<file path="src/sacl_pkg.sv">
`timescale 1ns / 1ps

package sacl_pkg;
    localparam int SETS = 64;
    localparam int WAYS = 8;
    localparam int ADDRESS_BITS = 32;
    localparam int SET_W = $clog2(SETS);
    localparam int WAY_W = (WAYS > 1) ? $clog2(WAYS) : 1;
    localparam int LINE_W = SET_W + WAY_W;
    localparam int LINES = SETS * WAYS;
    localparam int CNT_W = 16;
    localparam int TAG_W = ADDRESS_BITS;

    // Configuration register indexes.
    localparam logic [1:0] CFG_OFFSET = 2'd0;
    localparam logic [1:0] CFG_INDEX = 2'd1;
    localparam logic [1:0] CFG_WAYS = 2'd2;
    localparam logic [1:0] CFG_POLICY = 2'd3;

    // Policy codes. The spare code behaves as LRU.
    localparam logic [1:0] POL_FIFO = 2'd0;
    localparam logic [1:0] POL_LRU = 2'd1;
    localparam logic [1:0] POL_LFU = 2'd2;
    localparam logic [1:0] POL_SPARE = 2'd3;

    typedef enum logic [2:0] {
        ST_IDLE,
        ST_READ,
        ST_SCAN,
        ST_WRITE,
        ST_OUT
    } state_t;

    typedef struct packed {
        logic start;
        logic read;
        logic scan;
        logic write;
    } cmd_t;

    typedef struct packed {
        logic scan_done;
    } stat_t;
endpackage

</file>
<file path="src/sacl_ctrl.sv">
`timescale 1ns / 1ps

module sacl_ctrl import sacl_pkg::*; (
    input  logic aclk,
    input  logic aresetn,
    input  logic in_fire,
    input  logic out_fire,
    input  stat_t stat,
    output cmd_t cmd,
    output logic s_ready,
    output logic m_valid
);
    state_t state_reg, state_next;

    // Next state.
    always_comb begin
        state_next = state_reg;
        case (state_reg)
            ST_IDLE: if (in_fire) state_next = ST_READ;
            ST_READ: state_next = ST_SCAN;
            ST_SCAN: if (stat.scan_done) state_next = ST_WRITE;
            ST_WRITE: state_next = ST_OUT;
            ST_OUT: if (out_fire) state_next = ST_IDLE;
            default: state_next = ST_IDLE;
        endcase
    end

    // Outputs.
    always_comb begin
        cmd = '0;
        s_ready = 1'b0;
        m_valid = 1'b0;
        case (state_reg)
            ST_IDLE: begin
                s_ready = 1'b1;
                cmd.start = in_fire;
            end
            ST_READ: cmd.read = 1'b1;
            ST_SCAN: cmd.scan = 1'b1;
            ST_WRITE: cmd.write = 1'b1;
            ST_OUT: m_valid = 1'b1;
            default: ;
        endcase
    end

    always_ff @(posedge aclk) begin
        if (!aresetn) begin
            state_reg <= ST_IDLE;
        end else begin
            state_reg <= state_next;
        end
    end
endmodule

</file>
<file path="config.mk">
export PLATFORM = sky130hd
export DESIGN_NAME = sacl_ctrl
export DESIGN_NICKNAME = d
export VERILOG_FILES = /design/src/sacl_pkg.sv /design/src/sacl_ctrl.sv
export SDC_FILE = /design/constraint.sdc
export NUM_CORES = 1
export LEC_CHECK = 0
export ABC_AREA = 1
export BUFFER_PORTS_ARGS = -buffer_cell sky130_fd_sc_hd__buf_2
export CORE_AREA = 2 2 39 41
export CTS_BUF_LIST = sky130_fd_sc_hd__clkbuf_8
export DETAILED_ROUTE_END_ITERATION = 10
export DIE_AREA = 0 0 41 43
export RECOVER_POWER = 50
export SLEW_MARGIN = 20
export SYNTH_ARGS = -nofsm -noshare
export SYNTH_HDL_FRONTEND = slang
export SYNTH_SLANG_ARGS = --single-unit
</file>
<file path="constraint.sdc">
create_clock -name aclk -period 2.2 [get_ports aclk]
set_input_delay 0.11 -clock aclk [delete_from_list [all_inputs] [get_ports aclk]]
set_output_delay 0.11 -clock aclk [all_outputs]
set_load 0.01 [all_outputs]
</file>
==> implementation parameters, run 1 <==
Parameter                              Value

Drt
  Final wirelength    398 µm
  First-iteration detailed-routing DRC count    7
  Post-route DRC    0
  Detailed-route wire length per cell    6.98 µm
  Vias per cell    3.56
  Number of optimization iterations in the first detailed-route pass    3
  Count of vias placed by the detailed router    203
  Residual antenna-violating net count after detailed routing    0

Timing
  Slew @ Worst Pin    0.258 ns
  Unrepaired setup endpoints after global routing    no
  Max-slew violations    0
  Max-slew headroom    0.827
  Total negative slack for setup checks    0 ns
  Final critical-path share of the clock period    0.555
  Minimum clock period    1.22 ns
  Highest clock frequency the design can meet    0.819 GHz
  Final setup vio count    0
  Final clock skew    0.000966 ns
  Number of failing hold endpoints at the final stage    0

Clock tree
  CTS tree    built
  CTS buffer count    3
  Quantity of hold-fixing buffers added after cts    0
  Total number of clock tree sinks    3
  Clock-pin slew on the worst setup and hold paths    0.03 ns
  Clock latency on the worst-skew pair    0.21 ns
  Number of buffers on the longest clock path    2
  Number of H-tree levels    1
  Root buffer cell    clkbuf_8
  Post-cts repair resize count    0
  Post-CTS Repair Setup Buffers    0

Global route
  Initial antenna violation count    0
  Wire length of the first global-routing pass    683 µm
  Total grt overflow    0
  Combined global-route utilization of all metal layers    0.0602
  Via count of the first global-routing pass    208
  Maximum number of pins on one net before global-route repair    8

Pwr
  Total power density per cell area    1030 nW/µm²
  Total chip power    290 µW
  Cell leakage power    0.162 nW
  IR Drop Worst-Case VDD    273 µV

Place
  HPWL Detailed    321 µm
  Final weighted congestion in routability-driven placement    0.627
  Number of I/O port buffers    10
  Dpl cell area    239 µm²

Yosys
  Synth cell count leaders    inv_1, nor2_1, dfxtp_1, nand2_1, nand3_1
  Number of instances in the synthesized netlist    28
  Number of enable-type register cells in the synthesized netlist    0
  Netlist cell types    13
  Dominant combinational cell family by area after synthesis    simple AND/OR/NAND/NOR gates
  Portion of the post-synthesis area used by sequential elements    0.340
  Post-synthesis register bit count    3
  Area share of xor/xnor cells in the synthesized design    0
  Number of warning messages in the yosys log    0
  Most numerous cell in the Yosys netlist    inv_1
  Post-Synth Simple-Gate Area    0.376
  Adder and majority gate portion of the synthesized area    0
  Post-synthesis cell type with the largest combined area    dfxtp_1
  Flip-flop cell with the highest count after synthesis    dfxtp_1
  Share of the synthesized area in compound gates (AO/OA/AOI/OAI)    0.0709
  Post-synthesis async set-or-reset flop share    0
  Proportion of synthesized area in mux cells    0
  Average size of a mapped cell    6.30 µm²
  Number of nets produced by synthesis    33
  Post-synthesis instance area    176 µm²
  Area fraction of the dominant cell type after synthesis    0.340
  Top cells by area, synth    dfxtp_1, inv_1, nand3_1

Die
  Die W    41 µm
  Floorplan die area    1760 µm²
  DIE HEIGHT    43 µm
  Rows    14
  Core footprint    1380 µm²
  Io pins    11
  Starting utilization of the core area    0.127

Layout
  Ratio of cells with drive above 1 in the final layout    0.317
  Layout area overhead    58.9%
  Number of flip-flops in the largest register    3
  Filler Cells Inserted    166
  Post-route standard cell area excluding fillers    280 µm²
  Final net count    47
  ANT cells    0

Critical path
  Data arrival time of the critical path    1.11 ns
  Type of the setup path with the least slack    reg -> out
  Kind of end point of the critical path    output port
  Startpoint Class    flip-flop
  Worst Path Max Fanout    5
  R2R cell count    4
  CP required    2.09 ns

Status
  Run status    finished clean

Hold path
  Path class of the lowest-slack min-delay path    in -> reg
  Hold Crit Depth    2

Flow run
  Max-capacitance violation count    0
## metrics by stage
| stage | std cells | setup slack (ns) | hold WS [ns] | utilization |
|---|---|---|---|---|
| after floorplan | 28 | 1.35 | 0.227 | - |
| after global placement | 53 | 1.28 | 0.332 | 0.173 |
| after detailed placement | 53 | 1.26 | 0.333 | 0.173 |
| after CTS | 57 | 1.03 | 0.109 | 0.205 |
| after global routing | 57 | 0.872 | 0.125 | 0.203 |
| final | 57 | 0.979 | 0.116 | 0.203 |
## placed cells by master (no fill, tap or decap)
master / synthesis / final
buf_2: 0 / 9
inv_1: 7 / 8
nor2_1: 4 / 5
nand3_1: 3 / 3
nand2_1: 3 / 3
clkbuf_8: 0 / 3
dfxtp_1: 3 / 3
inv_2: 1 / 1
nor3_1: 1 / 1
nand3b_1: 1 / 1
a21oi_1: 1 / 1
o21a_1: 1 / 1
nand4_1: 1 / 1
clkbuf_1: 0 / 1
## where the power goes
group	total (mW)	switching, mW	internal (mW)
registers	0.0715	0.00941	0.0621
logic	0.0649	0.0371	0.0278
clock network	0.153	0.0348	0.119
## worst max-delay path, cell delays in order (launching register included)
cell and delay [ns]:
dfxtp_1 0.33, nor2_1 0.24, nand2_1 0.10, nor2_1 0.09, buf_2 0.13
## layout make-up
cell class / count / area [µm²] / share of cell area
Tap cell: 16 / 20.0 / 0.0714
Multi-Input combinational cell: 16 / 76.3 / 0.272
Clock buffer: 3 / 41.3 / 0.147
Timing Repair Buffer: 10 / 48.8 / 0.174
Sequential cell: 3 / 60.1 / 0.214
Clock inverter: 1 / 3.75 / 0.0134
Inverter: 8 / 30.0 / 0.107
## logic make-up after synthesis
kind of cell,count (synthesis)
buffers and inverters,9
flip-flops,3
AO/OA/AOI/OAI,2
AND/OR/NAND/NOR,14
## path summary, 6_finish.rpt
kind / startpoint / end / slack, ns
hold / removal: aresetn / state_reg[1] / 0.12
setup reg to reg: state_reg[0] / state_reg[0] / 1.26
hold reg to reg: state_reg[2] / state_reg[2] / 0.52
setup / recovery: state_reg[0] / cmd[3] / 0.98
## metal layers
metal	vias to the layer above	part of all wire	global-route usage	wire (µm)
met5	-	0	0	0
met4	0	0	0.0400	0
met3	0	0.15	0.0524	60
met2	8	0.39	0.0781	156
met1	86	0.45	0.0609	180
li1	109	-	-	-
Power figures use the tool's default switching activity.
==> run 2: changes to the inputs <==
- ABC_AREA: 1 -> 0
- clock period: 2.2 -> 1 ns (I/O delays scaled with it)
==> run 2 against run 1 <==
Against the previous run:
- the run now ends with negative setup slack left
- clock power rose by 120%
- sequential share of layout area fell by 0.11 points
- cell count fell by 16%
- clock skew rose by 0.0029 ns
- wire length rose by 19%
- first-iteration DRC count fell by 86%
- count of clock-buffer cells in the layout did not move
- register-to-register slack got worse by 1.2 ns
- largest cell class unchanged
- highest routed layer unchanged
==> implementation parameters, run 2 <==
Parameter                              Value

Status
  Run status    complete, but fails checks
  Violated checks    negative setup slack

Drt
  Vias per cell    3.90
  First-iteration detailed-routing DRC count    1
  Residual antenna-violating net count after detailed routing    0
  Count of vias placed by the detailed router    187
  Final wirelength    473 µm
  Detailed-route wire length per cell    9.85 µm
  Number of optimization iterations in the first detailed-route pass    2
  Post-route DRC    0

Critical path
  Data arrival time of the critical path    1.00 ns
  Startpoint of the lowest-slack register-to-register path    state_reg[1]
  Kind of end point of the critical path    output port
  Slowest stage cell, crit path    dfxtp_4
  Startpoint Class    flip-flop
  Crit path largest cell delay    0.35 ns
  CP required    0.95 ns
  R2R cell count    3
  Worst Path Max Fanout    6
  Worst setup path startpoint    state_reg[2]
  Worst path cell trace    nor3_4 -> and2_1 -> buf_2
  Type of the setup path with the least slack    reg -> out

Timing
  Fin worst setup slack    -0.0465 ns
  Minimum clock period    1.05 ns
  Final critical-path share of the clock period    1.05
  Final setup vio count    4
  Slew @ Worst Pin    0.211 ns
  Max-slew violations    0
  Highest clock frequency the design can meet    0.956 GHz
  Number of failing hold endpoints at the final stage    0
  Max-slew headroom    0.857
  Final clock skew    0.00389 ns
  Unrepaired setup endpoints after global routing    yes

Die
  Core footprint    1380 µm²
  DIE HEIGHT    43 µm
  Die W    41 µm
  Rows    14
  Starting utilization of the core area    0.138
  Floorplan die area    1760 µm²
  Io pins    11

Hold path
  Worst Min Path Start    aresetn
  Path class of the lowest-slack min-delay path    in -> reg
  Hold Crit Depth    2

Yosys
  Average size of a mapped cell    10.6 µm²
  Flip-flop cell with the highest count after synthesis    dfxtp_1
  Most numerous cell in the Yosys netlist    nor3b_1
  Top cells by area, synth    dfxtp_1, nor3b_1, buf_4
  Number of warning messages in the yosys log    0
  Post-synthesis async set-or-reset flop share    0
  Post-Synth Simple-Gate Area    0.412
  Number of instances in the synthesized netlist    18
  Number of enable-type register cells in the synthesized netlist    0
  Portion of the post-synthesis area used by sequential elements    0.314
  Post-synthesis register bit count    3
  Post-synthesis cell type with the largest combined area    dfxtp_1
  Proportion of synthesized area in mux cells    0.0523
  Share of the synthesized area in compound gates (AO/OA/AOI/OAI)    0.0392
  Adder and majority gate portion of the synthesized area    0
  Number of nets produced by synthesis    23
  Netlist cell types    12
  Area fraction of the dominant cell type after synthesis    0.314
  Area share of xor/xnor cells in the synthesized design    0.0458
  Synth cell count leaders    nor3b_1, dfxtp_1, buf_4
  Dominant combinational cell family by area after synthesis    simple AND/OR/NAND/NOR gates
  Post-synthesis instance area    191 µm²

Layout
  Filler Cells Inserted    154
  Ratio of cells with drive above 1 in the final layout    0.688
  Finished Layout Cells    48
  Layout area overhead    68.6%
  Commonest non-fill, non-tap cells in the layout    buf_2, nor3b_1, clkbuf_8, buf_4, dfxtp_4
  Final net count    38
  ANT cells    0
  Most common library cell in the layout ignoring fill and taps    buf_2
  Number of flip-flops in the largest register    3

Clock tree
  Clock latency on the worst-skew pair    0.22 ns
  CTS tree    built
  Total number of clock tree sinks    3
  Number of H-tree levels    1
  Number of buffers on the longest clock path    2
  Root buffer cell    clkbuf_8
  CTS buffer count    3
  Quantity of hold-fixing buffers added after cts    0
  Clock-pin slew on the worst setup and hold paths    0.03 ns

Global route
  Via count of the first global-routing pass    172
  Combined global-route utilization of all metal layers    0.0782
  Total grt overflow    0
  Wire length of the first global-routing pass    821 µm
  Initial antenna violation count    0
  Maximum number of pins on one net before global-route repair    9

Pwr
  Total chip power    599 µW
  Cell leakage power    0.148 nW
  Total power density per cell area    1860 nW/µm²
  IR Drop Worst-Case VDD    907 µV

Place
  Number of I/O port buffers    10
  HPWL Detailed    294 µm
  Final weighted congestion in routability-driven placement    0.670
  Placed cell count    41

Flow run
  Max-capacitance violation count    0
==> run 2: cell type report <==
| class | instances | area [µm²] | share of cell area |
|---|---|---|---|
| Multi-Input combinational cell | 12 | 116 | 0.360 |
| Clock inverter | 1 | 3.75 | 0.0116 |
| Tap cell | 16 | 20.0 | 0.0620 |
| Clock buffer | 3 | 41.3 | 0.128 |
| Timing Repair Buffer | 13 | 72.6 | 0.225 |
| Sequential cell | 3 | 68.8 | 0.213 |
==> run 2: final timing paths <==
check                 endpoint  slack (ns)
setup reg to reg  state_reg[2]        0.06
setup / recovery        cmd[3]       -0.05
hold reg to reg   state_reg[0]        0.55
hold / removal    state_reg[2]        0.07
==> run 2: per-stage QoR <==
step	instance area [µm²]	util	worst slack [ns]	hold slack, ns	setup TNS (ns)
finish	323	0.233	-0.0465	0.0693	-0.111
global route	323	0.233	-0.0991	0.0900	-0.353
CTS	299	0.216	-0.0584	0.0685	-0.0708
detailed placement	235	0.170	0.0410	0.292	0
global placement	235	0.170	0.0479	0.288	0
floorplan	191	-	0.0596	0.168	0
==> run 2: where the power goes <==
part / leakage, nW / switching (mW) / internal [mW]
registers: 0.0264 / 0.0259 / 0.131
clock network: 0.0269 / 0.0760 / 0.261
logic: 0.0949 / 0.0416 / 0.0638
total: 0.148 / 0.143 / 0.456
==> run 2: routing by layer <==
metal,global-route usage,up-vias,routed length [µm]
met5,0,-,0
li1,-,90,-
met4,0.0600,0,0
met1,0.0994,90,200
met3,0.0628,0,52
met2,0.0813,7,219
==> run 2: what timing repair did <==
item,CTS,global route
pin swaps,1,1
setup endpoints to repair,6,6
gates resized for setup,6,2
cloned,0,0
setup buffers,1,2
==> run 2: logic make-up after synthesis <==
family | count (synthesis)
and+or+nand+nor | 9
DFF | 3
buffers and inverters | 3
AOI/OAI and AO/OA | 1
xor gates and xnor gates | 1
muxes | 1
==> run 2: critical path, delay by kind of cell, from the launching register on <==
family / cells / cell delay [ns]
and+or+nand+nor: 2 / 0.30
DFF: 1 / 0.35
buffers and inverters: 1 / 0.12
